`config.mk`:
```
export PLATFORM = sky130hd
export DESIGN_NAME = card_number_luhn_brand_check_unit
export DESIGN_NICKNAME = d
export VERILOG_FILES = /design/src/luhn_pkg.sv /design/src/luhn_ctrl.sv /design/src/luhn_datapath.sv /design/src/card_number_luhn_brand_check_unit.sv
export SDC_FILE = /design/constraint.sdc
export NUM_CORES = 1
export LEC_CHECK = 0
export BUFFER_PORTS_ARGS = -buffer_cell sky130_fd_sc_hd__buf_2
export CAP_MARGIN = 20
export CORE_ASPECT_RATIO = 1.4
export CORE_UTILIZATION = 40
export DETAILED_ROUTE_END_ITERATION = 8
export PLACE_DENSITY_LB_ADDON = 0.12
export SYNTH_ARGS = -nofsm -noshare
export SYNTH_HDL_FRONTEND = slang
export SYNTH_SLANG_ARGS = --single-unit
```
`constraint.sdc`:
```
create_clock -name clock -period 18.3 [get_ports clock]
set_input_delay 3.66 -clock clock [delete_from_list [all_inputs] [get_ports clock]]
set_output_delay 3.66 -clock clock [all_outputs]
set_load 0.02 [all_outputs]
```
`src/luhn_pkg.sv`:
```
package luhn_pkg;

   localparam int CardWidth  = 54;
   localparam int BinWidth   = 56;
   localparam int BcdDigits  = 18;
   localparam int BcdWidth   = 4 * BcdDigits;
   localparam int ConvSteps  = BinWidth / 8;
   localparam int ScanSteps  = BcdDigits / 2;
   localparam int StepWidth  = 4;

   localparam logic [1:0] VERDICT_INVALID    = 2'd0;
   localparam logic [1:0] VERDICT_MASTERCARD = 2'd1;
   localparam logic [1:0] VERDICT_AMEX       = 2'd2;
   localparam logic [1:0] VERDICT_VISA       = 2'd3;

   typedef struct packed {
      logic load;
      logic convert;
      logic scan;
      logic finish;
   } luhn_cmd_type;

   typedef struct packed {
      logic out_free;
   } luhn_status_type;

endpackage

```
`src/luhn_ctrl.sv`:
```
module luhn_ctrl
   import luhn_pkg::*;
(
   input  logic            clock,
   input  logic            reset,
   input  logic            req_tvalid,
   output logic            req_tready,
   input  luhn_status_type status,
   output luhn_cmd_type    cmd
);

   localparam logic [1:0] ST_IDLE = 2'd0;
   localparam logic [1:0] ST_CONV = 2'd1;
   localparam logic [1:0] ST_SCAN = 2'd2;
   localparam logic [1:0] ST_DONE = 2'd3;

   localparam logic [StepWidth-1:0] ConvLast = StepWidth'(ConvSteps - 1);
   localparam logic [StepWidth-1:0] ScanLast = StepWidth'(ScanSteps - 1);

   logic [1:0]           state_ff, state_in;
   logic [StepWidth-1:0] step_ff, step_in;

   assign req_tready = (state_ff == ST_IDLE);

   always_comb begin
      state_in = state_ff;
      step_in  = step_ff;
      cmd      = '0;
      unique case (state_ff)
         ST_IDLE: begin
            if (req_tvalid) begin
               cmd.load = 1'b1;
               step_in  = '0;
               state_in = ST_CONV;
            end
         end
         ST_CONV: begin
            cmd.convert = 1'b1;
            if (step_ff == ConvLast) begin
               step_in  = '0;
               state_in = ST_SCAN;
            end else begin
               step_in = step_ff + 1'b1;
            end
         end
         ST_SCAN: begin
            cmd.scan = 1'b1;
            if (step_ff == ScanLast) begin
               step_in  = '0;
               state_in = ST_DONE;
            end else begin
               step_in = step_ff + 1'b1;
            end
         end
         ST_DONE: begin
            if (status.out_free) begin
               cmd.finish = 1'b1;
               state_in   = ST_IDLE;
            end
         end
         default: begin
            state_in = ST_IDLE;
         end
      endcase
   end

   always_ff @(posedge clock) begin
      if (reset) begin
         state_ff <= ST_IDLE;
         step_ff  <= '0;
      end else begin
         state_ff <= state_in;
         step_ff  <= step_in;
      end
   end

endmodule

```
`src/luhn_datapath.sv`:
```
module luhn_datapath
   import luhn_pkg::*;
(
   input  logic                 clock,
   input  logic                 reset,
   input  logic [CardWidth-1:0] card_number,
   input  luhn_cmd_type         cmd,
   output luhn_status_type      status,
   output logic                 rsp_tvalid,
   input  logic                 rsp_tready,
   output logic [1:0]           verdict,
   output logic [4:0]           digit_count,
   output logic                 checksum_ok
);

   function automatic logic [BcdWidth-1:0] dabble_byte(input logic [BcdWidth-1:0] bcd,
                                                       input logic [7:0] bits);
      logic [BcdWidth-1:0] work;
      logic [3:0]          dig;
      work = bcd;
      for (int b = 7; b >= 0; b--) begin
         for (int i = 0; i < BcdDigits; i++) begin
            dig = work[4*i +: 4];
            if (dig >= 4'd5) begin
               work[4*i +: 4] = dig + 4'd3;
            end
         end
         work = {work[BcdWidth-2:0], bits[b]};
      end
      return work;
   endfunction

   function automatic logic [3:0] doubled_digit(input logic [3:0] d);
      logic [3:0] r;
      case (d)
         4'd0:    r = 4'd0;
         4'd1:    r = 4'd2;
         4'd2:    r = 4'd4;
         4'd3:    r = 4'd6;
         4'd4:    r = 4'd8;
         4'd5:    r = 4'd1;
         4'd6:    r = 4'd3;
         4'd7:    r = 4'd5;
         4'd8:    r = 4'd7;
         4'd9:    r = 4'd9;
         default: r = 4'd0;
      endcase
      return r;
   endfunction

   logic [BinWidth-1:0] bin_ff, bin_in;
   logic [BcdWidth-1:0] bcd_ff, bcd_in;
   logic [3:0]          acc_ff, acc_in;
   logic [4:0]          pos_ff, pos_in;
   logic [4:0]          count_ff, count_in;
   logic [3:0]          hi_ff, hi_in;
   logic [3:0]          lo_ff, lo_in;
   logic [3:0]          prev_ff, prev_in;
   logic                rsp_valid_ff, rsp_valid_in;
   logic [1:0]          verdict_ff, verdict_in;
   logic [4:0]          digit_count_ff, digit_count_in;
   logic                checksum_ok_ff, checksum_ok_in;

   logic [3:0] d0, d1;
   logic [4:0] pair_sum;
   logic       length_ok;
   logic       sum_ok;

   assign status.out_free = !rsp_valid_ff || rsp_tready;

   assign d0       = bcd_ff[3:0];
   assign d1       = bcd_ff[7:4];
   assign pair_sum = {1'b0, acc_ff} + {1'b0, d0} + {1'b0, doubled_digit(d1)};

   assign length_ok = (count_ff == 5'd13) || (count_ff == 5'd15) || (count_ff == 5'd16);
   assign sum_ok    = (acc_ff == 4'd0);

   always_comb begin
      bin_in   = bin_ff;
      bcd_in   = bcd_ff;
      acc_in   = acc_ff;
      pos_in   = pos_ff;
      count_in = count_ff;
      hi_in    = hi_ff;
      lo_in    = lo_ff;
      prev_in  = prev_ff;
      if (cmd.load) begin
         bin_in   = {{(BinWidth - CardWidth){1'b0}}, card_number};
         bcd_in   = '0;
         acc_in   = '0;
         pos_in   = '0;
         count_in = '0;
         hi_in    = '0;
         lo_in    = '0;
         prev_in  = '0;
      end else if (cmd.convert) begin
         bin_in = {bin_ff[BinWidth-9:0], 8'd0};
         bcd_in = dabble_byte(bcd_ff, bin_ff[BinWidth-1 -: 8]);
      end else if (cmd.scan) begin
         bcd_in = {8'd0, bcd_ff[BcdWidth-1:8]};
         if (pair_sum >= 5'd20) begin
            acc_in = 4'(pair_sum - 5'd20);
         end else if (pair_sum >= 5'd10) begin
            acc_in = 4'(pair_sum - 5'd10);
         end else begin
            acc_in = pair_sum[3:0];
         end
         if (d1 != 4'd0) begin
            count_in = pos_ff + 5'd2;
            hi_in    = d1;
            lo_in    = d0;
         end else if (d0 != 4'd0) begin
            count_in = pos_ff + 5'd1;
            hi_in    = d0;
            lo_in    = prev_ff;
         end
         prev_in = d1;
         pos_in  = pos_ff + 5'd2;
      end
   end

   always_comb begin
      verdict_in = VERDICT_INVALID;
      if (length_ok && sum_ok) begin
         if (hi_ff == 4'd5 && lo_ff >= 4'd1 && lo_ff <= 4'd5) begin
            verdict_in = VERDICT_MASTERCARD;
         end else if (hi_ff == 4'd3 && (lo_ff == 4'd4 || lo_ff == 4'd7)) begin
            verdict_in = VERDICT_AMEX;
         end else if (hi_ff == 4'd4) begin
            verdict_in = VERDICT_VISA;
         end
      end
      digit_count_in = count_ff;
      checksum_ok_in = sum_ok;
      if (cmd.finish) begin
         rsp_valid_in = 1'b1;
      end else if (rsp_tready) begin
         rsp_valid_in = 1'b0;
      end else begin
         rsp_valid_in = rsp_valid_ff;
      end
   end

   always_ff @(posedge clock) begin
      bin_ff   <= bin_in;
      bcd_ff   <= bcd_in;
      acc_ff   <= acc_in;
      pos_ff   <= pos_in;
      count_ff <= count_in;
      hi_ff    <= hi_in;
      lo_ff    <= lo_in;
      prev_ff  <= prev_in;
      if (cmd.finish) begin
         verdict_ff     <= verdict_in;
         digit_count_ff <= digit_count_in;
         checksum_ok_ff <= checksum_ok_in;
      end
   end

   always_ff @(posedge clock) begin
      if (reset) begin
         rsp_valid_ff <= 1'b0;
      end else begin
         rsp_valid_ff <= rsp_valid_in;
      end
   end

   assign rsp_tvalid  = rsp_valid_ff;
   assign verdict     = verdict_ff;
   assign digit_count = digit_count_ff;
   assign checksum_ok = checksum_ok_ff;

endmodule

```
`src/card_number_luhn_brand_check_unit.sv`:
```
// Channel | Direction | Ports                        | tdata fields, lowest bit first
// req     | in        | req_tvalid/tready/tdata[55:0] | card_number[53:0], zero fill
// rsp     | out       | rsp_tvalid/tready/tdata[7:0]  | verdict[1:0], digit_count, checksum_ok
//
// One card number passes from its transfer to the result through binary to BCD
// conversion at eight bits per cycle, a digit scan at two digits per cycle, and
// a register that holds the result.
// A new number is taken in the cycle after the result is registered.
// Reset is synchronous and active high; it clears the controller and the result valid.
// A stalled result holds in its register and blocks only the next result.
module card_number_luhn_brand_check_unit
   import luhn_pkg::*;
(
   input  logic        clock,
   input  logic        reset,
   input  logic        req_tvalid,
   output logic        req_tready,
   input  logic [55:0] req_tdata,   // card_number[53:0], zero fill [55:54]
   output logic        rsp_tvalid,
   input  logic        rsp_tready,
   output logic [7:0]  rsp_tdata    // verdict[1:0], digit_count[6:2], checksum_ok[7]
);

   luhn_cmd_type    cmd;
   luhn_status_type status;
   logic [1:0]      verdict;
   logic [4:0]      digit_count;
   logic            checksum_ok;

   luhn_ctrl u_ctrl (
      .clock      (clock),
      .reset      (reset),
      .req_tvalid (req_tvalid),
      .req_tready (req_tready),
      .status     (status),
      .cmd        (cmd)
   );

   luhn_datapath u_datapath (
      .clock       (clock),
      .reset       (reset),
      .card_number (req_tdata[CardWidth-1:0]),
      .cmd         (cmd),
      .status      (status),
      .rsp_tvalid  (rsp_tvalid),
      .rsp_tready  (rsp_tready),
      .verdict     (verdict),
      .digit_count (digit_count),
      .checksum_ok (checksum_ok)
   );

   assign rsp_tdata = {checksum_ok, digit_count, verdict};

endmodule
```
# Word-level counts from Yosys, hierarchy flattened
# Memories as Yosys holds them, arrays and structs flattened. A register that Yosys moved wholly into a read port is not among the register bits.
# Cells that the tools add are included.
[word_totals]
reg_bits = 169
rom_bits = 64
word_cells = 788
n_memories = 1
[op_classes]
n_addsub = 151
magnitude_cmp = 148
eq_ne = 17
muxes = 430
bitwise_logic = 2
n_reduce_logical = 23
[memory_table]
columns = ["memory", "depth", "width", "read_ports", "rd_ports_with_merged_regs", "wr", "line", "rtl"]
rows = [
  ["(name not given)", 16, 4, 1, 1, 0, "luhn_datapath.sv:35", "case (d)"],
]
[ops]
columns = ["cell", "count"]
rows = [
  ["2-to-1 mux 4 bit", 385],
  ["greater-or-equal comparator 4 x 3 -> 1 bit (second input constant)", 144],
  ["adder 4 x 2 -> 4 bit (second input constant)", 136],
  ["2-to-1 mux 72 bit", 2],
  ["2-to-1 mux 54 bit", 2],
  ["2-to-1 mux 3 bit", 22],
  ["adder 3 x 2 -> 3 bit (second input constant)", 8],
  ["== test 4 x 3 -> 1 bit (second input constant)", 5],
  ["2-to-1 mux 2 bit", 6],
  ["case mux 4 bit (3 select lines)", 1],
  ["== test 5 x 4 -> 1 bit (second input constant)", 2],
  ["2-to-1 mux 5 bit", 2],
  ["2-to-1 mux 1 bit", 9],
  ["case mux 2 bit (4 select lines)", 1],
  ["nonzero test 2 bit", 4],
  ["nonzero test 4 bit", 2],
  ["adder 4 x 4 -> 5 bit", 1],
  ["adder 5 x 1 -> 5 bit (second input constant)", 1],
  ["adder 5 x 2 -> 5 bit (second input constant)", 1],
  ["adder 5 x 4 -> 5 bit", 1],
  ["== test 5 bit (second input constant)", 1],
  ["greater-or-equal comparator 5 x 4 -> 1 bit (second input constant)", 1],
  ["greater-or-equal comparator 5 bit (second input constant)", 1],
  ["adder 4 x 1 -> 4 bit (second input constant)", 1],
  ["21 further kinds", 32],
]

# Logic depth before layout (Yosys ltp)
[depth]
word_depth = 33
mapped_depth = 50

# Hierarchy
# Synthesis repeated with hierarchy kept, for this count alone.
[unflattened]
hier_cells = 2967
hier_area_um2 = 24005.5
[by_module_without_submodules]
columns = ["module", "n_inst", "cells_per_inst", "area_each_um2"]
rows = [
  ["luhn_datapath", 1, 2912, 23512.6],
  ["luhn_ctrl", 1, 54, 485.5],
  ["card_number_luhn_brand_check_unit", 1, 1, 7.5],
]

# Worst setup path before layout
# Ideal clock, no wire load.
[synth_timing]
path_kind = "register -> register"
from = "reg u_datapath.bcd_ff[28]"
to = "reg u_datapath.bcd_ff[34]"
setup_time_ps = 137
arrival_time_ps = 8154
t_required_ps = 18163
setup_slack_ps = 10009
stages_incl_launch_ff = 49
path_buffers = 1
cell_sequence = "dfxtp_1 inv_1 ha_1 nor2b_1 o21a_1 xnor2_1 inv_1 ha_1 nand2b_1 o211a_1 o21ai_0 and2_1 clkbuf_1 ha_1 nor2b_1 nor2_1 a21oi_1 inv_1 [13 not listed] inv_1 nor2_1 inv_1 o2111a_1 a311oi_1 xnor2_1 inv_1 ha_1 nand2b_1 a21oi_1 xor2_1 inv_1 ha_1 nand2b_1 a21boi_0 mux2_2 a21oi_1 a211oi_1"
[synth_via]
elab_chain_cells = 31
word_cells_on_any_way = 69
cone_classes = "add/sub: 14; order compare: 14; mux: 41"
[synth_rtl]
columns = ["element", "line", "rtl"]
rows = [
  ["start, declared", "luhn_datapath.sv:52", "logic [BcdWidth-1:0] bcd_ff, bcd_in;"],
  ["start signal, assigned", "luhn_datapath.sv:146", "bcd_ff <= bcd_in;"],
  ["adder 4 x 2 -> 4 bit / greater-or-equal comparator 4 x 3 -> 1 bit (equally long branches)", "luhn_datapath.sv:25, luhn_datapath.sv:24", ""],
  ["2-to-1 mux 4 bit (*)", "luhn_datapath.sv:24", "if (dig >= 4'd5) begin"],
  ["2-to-1 mux 4 bit (*)", "luhn_datapath.sv:96", "end else if (cmd.convert) begin"],
  ["2-to-1 mux 4 bit (*)", "luhn_datapath.sv:87", "if (cmd.load) begin"],
  ["adder 4 x 2 -> 4 bit / greater-or-equal comparator 4 x 3 -> 1 bit (equally long branches)", "luhn_datapath.sv:25, luhn_datapath.sv:24", ""],
  ["2-to-1 mux 4 bit", "luhn_datapath.sv:24", ""],
  ["2-to-1 mux 4 bit", "luhn_datapath.sv:96", ""],
  ["2-to-1 mux 4 bit", "luhn_datapath.sv:87", ""],
  ["[15 not listed]", "n/a", ""],
  ["2-to-1 mux 4 bit", "luhn_datapath.sv:87", ""],
  ["adder 4 x 2 -> 4 bit / greater-or-equal comparator 4 x 3 -> 1 bit (equally long branches)", "luhn_datapath.sv:25, luhn_datapath.sv:24", ""],
  ["2-to-1 mux 4 bit", "luhn_datapath.sv:24", ""],
  ["2-to-1 mux 4 bit", "luhn_datapath.sv:96", ""],
  ["2-to-1 mux 4 bit", "luhn_datapath.sv:87", ""],
  ["adder 4 x 2 -> 4 bit / greater-or-equal comparator 4 x 3 -> 1 bit (equally long branches)", "luhn_datapath.sv:25, luhn_datapath.sv:24", ""],
  ["2-to-1 mux 4 bit (*)", "luhn_datapath.sv:24", ""],
  ["2-to-1 mux 72 bit (*)", "luhn_datapath.sv:96", ""],
]
# Every way passes the cells marked *; elsewhere a longest branch is shown, timed or not. The select of a mux whose other input is x is not followed.
# A chain may end at the register's enable or synchronous reset.

# Worst setup path in the final report
[layout_timing]
from = "reg u_datapath.bcd_ff[28]"
to = "reg u_datapath.bcd_ff[30]"
[layout_via]
elab_chain_cells = 31
word_cells_on_any_way = 39
cone_classes = "add/sub: 8; order compare: 8; mux: 23"
[layout_rtl]
columns = ["element", "line"]
rows = [
  ["adder 4 x 2 -> 4 bit / greater-or-equal comparator 4 x 3 -> 1 bit (equally long branches)", "luhn_datapath.sv:25, luhn_datapath.sv:24"],
  ["2-to-1 mux 4 bit (*)", "luhn_datapath.sv:24"],
  ["2-to-1 mux 4 bit (*)", "luhn_datapath.sv:96"],
  ["2-to-1 mux 4 bit (*)", "luhn_datapath.sv:87"],
  ["adder 4 x 2 -> 4 bit / greater-or-equal comparator 4 x 3 -> 1 bit (equally long branches)", "luhn_datapath.sv:25, luhn_datapath.sv:24"],
  ["2-to-1 mux 4 bit (*)", "luhn_datapath.sv:24"],
  ["2-to-1 mux 4 bit (*)", "luhn_datapath.sv:96"],
  ["2-to-1 mux 4 bit (*)", "luhn_datapath.sv:87"],
  ["[15 not listed]", "n/a"],
  ["2-to-1 mux 4 bit (*)", "luhn_datapath.sv:87"],
  ["greater-or-equal comparator 4 x 3 -> 1 bit / adder 4 x 2 -> 4 bit (equally long branches)", "luhn_datapath.sv:24, luhn_datapath.sv:25"],
  ["2-to-1 mux 4 bit (*)", "luhn_datapath.sv:24"],
  ["2-to-1 mux 4 bit (*)", "luhn_datapath.sv:96"],
  ["2-to-1 mux 4 bit (*)", "luhn_datapath.sv:87"],
  ["adder 4 x 2 -> 4 bit / greater-or-equal comparator 4 x 3 -> 1 bit (equally long branches)", "luhn_datapath.sv:25, luhn_datapath.sv:24"],
  ["2-to-1 mux 4 bit (*)", "luhn_datapath.sv:24"],
  ["2-to-1 mux 72 bit (*)", "luhn_datapath.sv:96"],
]
# Marked as above.

==> metrics.cfg <==
[cells_and_area]
nFillCells = 6157
fin_nets = 3581
drive_gt1_frac = 0.08626
seq_area_mm2 = 0.004064
multiInputGateArea_mm2 = 0.01913
final_cells = 4064
area_growth_syn_to_layout_pct = 7.138

[grt]
grt_pass1_vias = 22540
antenna_found_initial = 1
met2_usage = 0.4155
overflow = 0
met1_usage = 0.2185
grt_use_met3 = 0.01493
busiest_layer = met2
grt_pass1_wl_um = 106800
grt_usage = 0.2049
grt_max_degree = 84

[clock_tree]
cts_tree = yes
postCtsSetupBuffers = 0
ctsResizeCount = 0
clock_path_buffers = 2
cts_made_buffers = 17
cts_root_buf = clkbuf_16
clkSinkCount = 172
htreeDepth = 4
postCtsHoldBufs = 0
clk_pin_slew_ps = 70
insertion_delay_ps = 450

[routing]
routed-via-count = 22780
postRouteAntennaNets = 0
dr.pass1.iters = 7
viasPerCell = 5.604
drt-initial-drc-count = 1152
wl_per_cell_um = 15.70
wl_um = 63800
drc_errors = 0

[synth]
seq_area_frac_synth = 0.1645
ys_seq_elements = 172
synthTopCellsByArea = ha_1 (14%), dfxtp_1 (8.9%), edfxtp_1 (7.5%)
syn_nets = 3565
avgSynthCellArea_um2 = 7.678
synth_warnings = 0
synth_edf_count = 62
yosys.area.top_type_share = 0.1434
synthCells = 3217
synthArstFlopShare = 0
synth_flop_cell = dfxtp_1
yosys.area.top_type = ha_1
yosysUniqueCellTypes = 110
syn_area_mm2 = 0.02470

[die]
rows = 107
coreArea_mm2 = 0.06091
die_w_um = 212.0
io_pins = 70
start_util = 0.4055
dieArea_mm2 = 0.06276
die_y_um = 296.0

[flow_run]
maxCapViolCount = 0

[worst_setup_path]
crit_type = reg -> reg
crit_path_end_kind = flip-flop
critPathArrivalTime_ps = 10390
cp.required_ps = 18610
critPathSlowestCell = dfxtp_1
crit_top_cell = ha_1
cp-start-kind = flip-flop
path_delay_family = compound AO/OA/AOI/OAI gates
cpPeakStageDelay_ps = 460
crit_fanout = 8
worst-path-buf-inv = 6

[sta]
slew_headroom = 0.3554
max_slew.worst_pin.slew_ps = 966.9
setup_viol = 0
hold_slack_ps = 477.0
rsz0062_at_grt = false
fin_crit_sh = 0.5510
max_clock_freq_ghz = 0.09917
setup_tns_ps = 0
drv_slew = 0
finalClockSkew_ps = 12.28
fin_ws_ps = 8217
post-route-min-period_ps = 10080
final-hold-violation-count = 0

[placed_design]
io_buffers = 67
pre_cts_ws_ps = 8402
dp_cells = 4031
dp_hpwl_um = 50560
place_congestion = 0.8202

[run_status]
outcome = finished clean

[hold_path]
hold_class = reg -> reg

==> routing by layer <==
layer,routed length [um],up-vias
li1,-,11630
met1,25980,10760
met2,34960,301
met3,1235,82
met4,1617,0
met5,0,-
==> cell families (layout without fill, tap and decap cells) <==
group / Yosys count / count (layout) / share of synthesized area
AND/OR/NAND/NOR: 1024 / 1024 / 0.2075
AO/OA/AOI/OAI: 942 / 942 / 0.2614
buffers and inverters: 399 / 428 / 0.06216
adder cells (fa/ha/maj): 288 / 288 / 0.1474
multiplexers: 259 / 259 / 0.1095
flip-flops: 172 / 172 / 0.1645
XOR/XNOR: 133 / 133 / 0.04747
other: 0 / 1 / 0
==> synth_stat cells (19+ instances only) <==
master and number:
xor2_1 29, a21o_1 40, ha_1 283, a31oi_1 32
o22ai_1 22, and2_1 47, nand3_1 52, a21boi_0 31
o21bai_1 19, a21oi_1 213, nand2b_1 105, dfxtp_1 110
a22oi_1 31, xnor2_1 103, o21ai_0 171, inv_1 304
nand2_1 307, edfxtp_1 62, nor3_1 46, nor2b_1 54
a211o_1 33, or3_1 19, nor2_1 228, clkbuf_1 73
nor3b_1 33, mux2_2 82, and3_1 38, a211oi_1 51
mux2i_1 174, o21a_1 42, o211ai_1 46
==> layout make-up <==
class,count,share of cell area
Multi-Input combinational cell,2646,0.7229
Sequential cell,172,0.1536
Inverter,311,0.04412
Tap cell,817,0.03863
Timing Repair Buffer,85,0.01778
Clock buffer,20,0.01731
Clock inverter,12,0.005627
Antenna cell,1,0.00009457
==> sequential cells by signal, summed over array words and instances (netlist names), 2 cells and up, named ones only <==
signal and cells:
u_datapath.digit_count 5, u_ctrl.state_ff 2, u_ctrl.step_ff 4, u_datapath.acc_ff 4, u_datapath.verdict 2, u_datapath.bin_ff 56, u_datapath.hi_ff 4, u_datapath.count_ff 5
u_datapath.lo_ff 4, u_datapath.pos_ff 4, u_datapath.bcd_ff 72, u_datapath.prev_ff 4
==> cells in the final DEF (no fill, tap or decap), types with 38 or more instances in the layout <==
cell      Yosys  layout
nor3_1       46      46
nor2b_1      54      54
and2_1       47      46
mux2i_1     174     174
nand3_1      52      52
o21ai_0     171     171
edfxtp_1     62      62
mux2_2       82      82
nand2b_1    105     105
dfxtp_1     110     110
a21oi_1     213     213
nand2_1     307     305
ha_1        283     281
and3_1       38      38
inv_1       304     304
nor2_1      228     228
o21a_1       42      42
a211oi_1     51      51
xnor2_1     103     103
a21o_1       40      40
buf_2         6      67
o211ai_1     46      46
==> path summary, 6_finish.rpt <==
kind	start	endpoint	slack, ps	depth (start not counted)
setup / recovery	u_datapath.bcd_ff[28]	u_datapath.bcd_ff[30]	8220	46
hold / removal	u_datapath.count_ff[1]	u_datapath.digit_count[1]	480	0
setup reg to reg	u_datapath.bcd_ff[28]	u_datapath.bcd_ff[30]	8220	46
hold reg to reg	u_datapath.count_ff[1]	u_datapath.digit_count[1]	480	0
==> metrics by stage <==
step | utilization | area [um^2]
2_1_floorplan | - | 24700
5_1_grt | 0.4344 | 26460
3_3_place_gp | 0.4244 | 25850
4_1_cts | 0.4344 | 26460
3_5_place_dp | 0.4244 | 25850
6_report | 0.4344 | 26460
Power is not shown: default switching activity piles up to over one toggle a cycle in this logic, so the estimate is an artifact.
